==> src/rtl/fir_pkg.sv <==
// ---------------------------------------------------------------------------
// FIR filter package
// Field widths, register indexes, request codes and control bundles.
// ---------------------------------------------------------------------------
package fir_pkg;

   localparam int MAX_TAPS_DEF = 256;

   localparam int SAMPLE_W   = 32;
   localparam int COEF_W     = 16;
   localparam int IDX_W      = 8;
   localparam int TAPCNT_W   = 9;
   localparam int SHIFT_W    = 6;
   localparam int ACC_W      = 64;
   localparam int PROD_W     = SAMPLE_W + COEF_W;
   localparam int CSR_IDX_W  = 4;
   localparam int CSR_DATA_W = 9;

   localparam logic [CSR_IDX_W-1:0] CSR_TAP_COUNT   = CSR_IDX_W'(0);
   localparam logic [CSR_IDX_W-1:0] CSR_RIGHT_SHIFT = CSR_IDX_W'(1);

   localparam logic OP_COEF   = 1'b0;
   localparam logic OP_SAMPLE = 1'b1;

   typedef struct packed {
      logic clear;
      logic issue;
      logic live;
      logic hist_wr;
      logic coef_wr;
   } mac_ctrl_type;

   typedef struct packed {
      logic scale_en;
      logic abs_en;
   } post_ctrl_type;

endpackage

==> src/rtl/fir_post.sv <==
// ---------------------------------------------------------------------------
// FIR output scaler
// Shifts the accumulator right, or left with saturation, then rounds half away from zero
// to a saturated Q1.31 sample over two register stages.
// ---------------------------------------------------------------------------
module fir_post (
   input  logic                                 clock,
   input  fir_pkg::post_ctrl_type               ctrl,
   input  logic signed [fir_pkg::ACC_W-1:0]     acc,
   input  logic signed [fir_pkg::SHIFT_W-1:0]   shift,
   output logic signed [fir_pkg::SAMPLE_W-1:0]  result
);
   import fir_pkg::*;

   localparam logic [ACC_W-1:0]    POS_MAX_64 = {1'b0, {(ACC_W-1){1'b1}}};
   localparam logic [ACC_W-1:0]    NEG_MAX_64 = {1'b1, {(ACC_W-1){1'b0}}};
   localparam logic [SAMPLE_W-1:0] POS_MAX_32 = {1'b0, {(SAMPLE_W-1){1'b1}}};
   localparam logic [SAMPLE_W-1:0] NEG_MAX_32 = {1'b1, {(SAMPLE_W-1){1'b0}}};
   localparam logic [ACC_W-1:0]    HALF_LSB   = ACC_W'(32'h8000);

   logic [SHIFT_W-1:0]       lsh;
   logic [ACC_W-1:0]         hi_u;
   logic signed [ACC_W-1:0]  hi, lo;
   logic signed [ACC_W-1:0]  scaled_ff, scaled_in;
   logic [ACC_W-1:0]         mag_ff, mag_in;
   logic                     neg_ff;
   logic [ACC_W-1:0]         rsum;
   logic [ACC_W-17:0]        rq;
   logic                     over;

   always_comb begin
      lsh  = SHIFT_W'(0) - $unsigned(shift);
      hi_u = POS_MAX_64 >> lsh;
      hi   = $signed(hi_u);
      lo   = ~hi;
      if (!shift[SHIFT_W-1]) begin
         scaled_in = acc >>> shift[SHIFT_W-2:0];
      end else if (acc > hi) begin
         scaled_in = $signed(POS_MAX_64);
      end else if (acc < lo) begin
         scaled_in = $signed(NEG_MAX_64);
      end else begin
         scaled_in = acc <<< lsh;
      end
      mag_in = scaled_ff[ACC_W-1] ? (ACC_W'(0) - $unsigned(scaled_ff))
                                  : $unsigned(scaled_ff);
      rsum   = mag_ff + HALF_LSB;
      rq     = rsum[ACC_W-1:16];
      over   = |rq[ACC_W-17:SAMPLE_W-1];
      if (neg_ff) begin
         result = over ? $signed(NEG_MAX_32) : $signed(SAMPLE_W'(0) - rq[SAMPLE_W-1:0]);
      end else begin
         result = over ? $signed(POS_MAX_32) : $signed(rq[SAMPLE_W-1:0]);
      end
   end

   always_ff @(posedge clock) begin
      if (ctrl.scale_en) begin
         scaled_ff <= scaled_in;
      end
      if (ctrl.abs_en) begin
         mag_ff <= mag_in;
         neg_ff <= scaled_ff[ACC_W-1];
      end
   end

endmodule

==> config.mk <==
export PLATFORM = sky130hd
export DESIGN_NAME = fir_post
export DESIGN_NICKNAME = d
export VERILOG_FILES = /design/src/rtl/fir_pkg.sv /design/src/rtl/fir_post.sv
export SDC_FILE = /design/constraint.sdc
export NUM_CORES = 1
export LEC_CHECK = 0
export ABC_CLOCK_PERIOD_IN_PS = 15330
export BUFFER_PORTS_ARGS = -buffer_cell sky130_fd_sc_hd__buf_2
export CAP_MARGIN = 15
export CORE_MARGIN = 4
export CORE_UTILIZATION = 40
export DETAILED_ROUTE_END_ITERATION = 12
export HOLD_SLACK_MARGIN = 0.15
export PLACE_DENSITY = 0.68
export SYNTH_ARGS = -nofsm -noshare
export SYNTH_HDL_FRONTEND = slang
export SYNTH_SLANG_ARGS = --single-unit
==> constraint.sdc <==
create_clock -name clock -period 15.33 [get_ports clock]
set_input_delay 3.066 -clock clock [delete_from_list [all_inputs] [get_ports clock]]
set_output_delay 3.066 -clock clock [all_outputs]
set_load 0.01 [all_outputs]
==> run summary <==
Maximum fanout along the worst path - 57
Crit share post-route - 63.3%
Final number of setup-violating endpoints - 0
Synth top area share - 18.3%
Worst-margin pin slew - 1130 ps
Layout area overhead - 8.12%
Yosys top cell by area - edfxtp_1
Fin util - 43.6%
CTS buffer count - 17
Synth Area in XOR/XNOR - 4.11%
Synthesized area per cell - 8.29 um^2
Total grt overflow - 0
DPL Wire Length - 52800 um
Final hold violations - 0
Status - complete, no violations
Comb power frac - 46.2%
DRC Markers - 0
Worst setup SP type - input pin
Largest net degree at the start of global routing - 74
Final ANT Viol Nets - 0
Adder-cell share of the synthesized area - 9.55%
RD Place Congestion - 1.02
Initial DRC Count - 2353
Maximum vdd drop - 80.1 uV
Post-CTS sizing - 0
Final nets - 2461
Die Span Y - 224 um
Pre-antenna DRT Iters - 6
Ys Warns - 0
Final Instance Count excl. Fillers - 2868
CORE AREA - 46500 um^2
Reg power frac - 28.5%
First-pass GRT wire length - 107000 um
GRT Util Overall - 27.0%
Hold_sp - scaled_ff[34]
R2r startpoint - scaled_ff[12]
# hold bufs at CTS - 0
Top FF cell, synth - edfxtp_1
Min cycle time layout - 9700 ps
Worst hold margin - 582 ps
TritonCTS clock tree - done
PwrDens - 78.2 nW/um^2
Clk sink count - 114
Critical path required time - 15550 ps
Synth top area cells - edfxtp_1, mux4_2, ha_1
Reg2reg path depth - 8
EDFF count, synth - 114
Largest family of logic cells by synthesized area - multiplexers
CP arrival - 9920 ps
Mux cell area share after synthesis - 23.6%
Count leader, synth - nor2_1
Switching Share - 41.9%
Power Internal - 921 uW
Pins Over Slew Limit - 0
Critical path class - in -> reg
Fill count - 4614
Via Count - 18921
Worst hold-check path type - reg -> reg
CTS H-tree lvls - 4
IO buf count - 104
Hold depth - 1
Initial antenna violation count - 3
Die W - 224 um
Clk_lat worst skew - 420 ps
Post-Place Cells - 2833
Worst Skew - 11.5 ps
Setup tns final - 0 ps
Vias/cell - 6.60
Cells after synthesis - 2262
Post-CTS setup buffer count - 0
Initial core utilization - 40.3%
Io pins - 105
Clock network power share - 25.3%
Worst Setup SP - shift[1]
Layout cell share with drive strength beyond 1 - 16.1%
Simple-gate share of the synthesized area - 19.9%
RSZ-0062 raised after global routing - no
Compound-Gate Fraction of Synth Area - 18.8%
Syn_nets - 2478
Count of cell types in the netlist - 81
Mapped Area - 18700 um^2
Ys async rst share - 0%
Die ar. - 50400 um^2
Post-synthesis register bit count - 114
Maximum root-to-sink buffer count - 2
Leak - 7.92 nW
Drt total wl - 70100 um
Slew headroom - 24.7%
P_sw - 663 uW
Worst setup EP type - register
CTS root buf - clkbuf_16
Max-Cap Viols - 0
Cell Rows - 79
Vias in the first global route - 18032
Seq/Total Area, Yosys - 18.3%
Reg clk slew, reported paths - 60 ps
Commonest cells in the netlist - nor2_1, nand2_1, o21ai_0
Routed WL per cell - 24.4 um
Fmax - 103 MHz
## logic make-up (layout without fill, tap and decap cells)
| kind of cell | count (synthesis) | count (layout) |
|---|---|---|
| fa+ha+maj | 143 | 143 |
| compound gates | 554 | 554 |
| mux | 295 | 295 |
| buf+inv | 273 | 269 |
| flops | 114 | 114 |
| other cells | 0 | 3 |
| xor+xnor | 88 | 88 |
| simple gates | 795 | 795 |
## path summary, 6_finish.rpt
kind / to / slack (ps)
setup reg to reg: mag_ff[33] / 11770
hold / removal: mag_ff[34] / 580
hold reg to reg: mag_ff[34] / 580
setup / recovery: scaled_ff[0] / 5630
## cell type report
class	instances	area (um^2)	area share (%)
Antenna cell	3	7.51	0.0370
Clock buffer	17	425	2.10
Clock inverter	15	174	0.858
Inverter	105	394	1.94
Multi-Input combinational cell	1875	14300	70.8
Sequential cell	114	3420	16.9
Tap cell	607	759	3.75
Timing Repair Buffer	132	739	3.65
## metal layers
layer	vias up	track usage, %	wire, um
met3	180	3.26	6020
met1	9195	36.5	28100
met2	1095	43.2	32000
met4	2	13.4	4010
met5	-	0	13
li1	8449	-	-
## power groups by stage
stage,combinational [mW],clock [mW],sequential (mW)
floorplan,0.492,0,0.435
global placement,0.701,0,0.455
detailed placement,0.712,0,0.457
CTS,0.715,0.405,0.451
global route,0.789,0.422,0.457
finish,0.732,0.401,0.452
## worst max-delay path: stages
cell and delay [ps]:
buf_4 430, buf_4 480, clkinv_1 410, ha_4 290
nor3b_1 190, xnor2_2 160, buf_4 500, nand2_1 290
inv_1 570, o21ai_0 270, ha_1 390, nor4_1 410
nand4_1 290, or4_1 640, o32ai_4 280, buf_4 530
nor2_1 260, o32ai_1 350
## state kept, by name, indices dropped and copies added, names as in the netlist
register / count
scaled_ff: 64
mag_ff: 49
neg_ff: 1
## placed cells by master (no fill, tap or decap), drive strengths merged, types with 27 or more instances in the layout
cell and count:
buf 132, edfxtp 114, nor3 31, o211ai 27, a22o 30, mux2 44, mux2i 138, nand3 69
o21ai 167, a21oi 130, inv 106, xnor2 72, nand2 196, mux4 113, nor4 39, ha 143
nor2 311, nand4 33
## through the flow
step           setup slack (ps)  power (mW)  cell area [um^2]
6_report                   5630        1.58             20300
3_3_place_gp               5700        1.16             19700
4_1_cts                    5900        1.57             20300
2_1_floorplan              6080       0.927             18700
5_1_grt                    5220        1.67             20300
3_5_place_dp               5470        1.17             19700
Note: power is estimated with default switching activity, not from simulation.
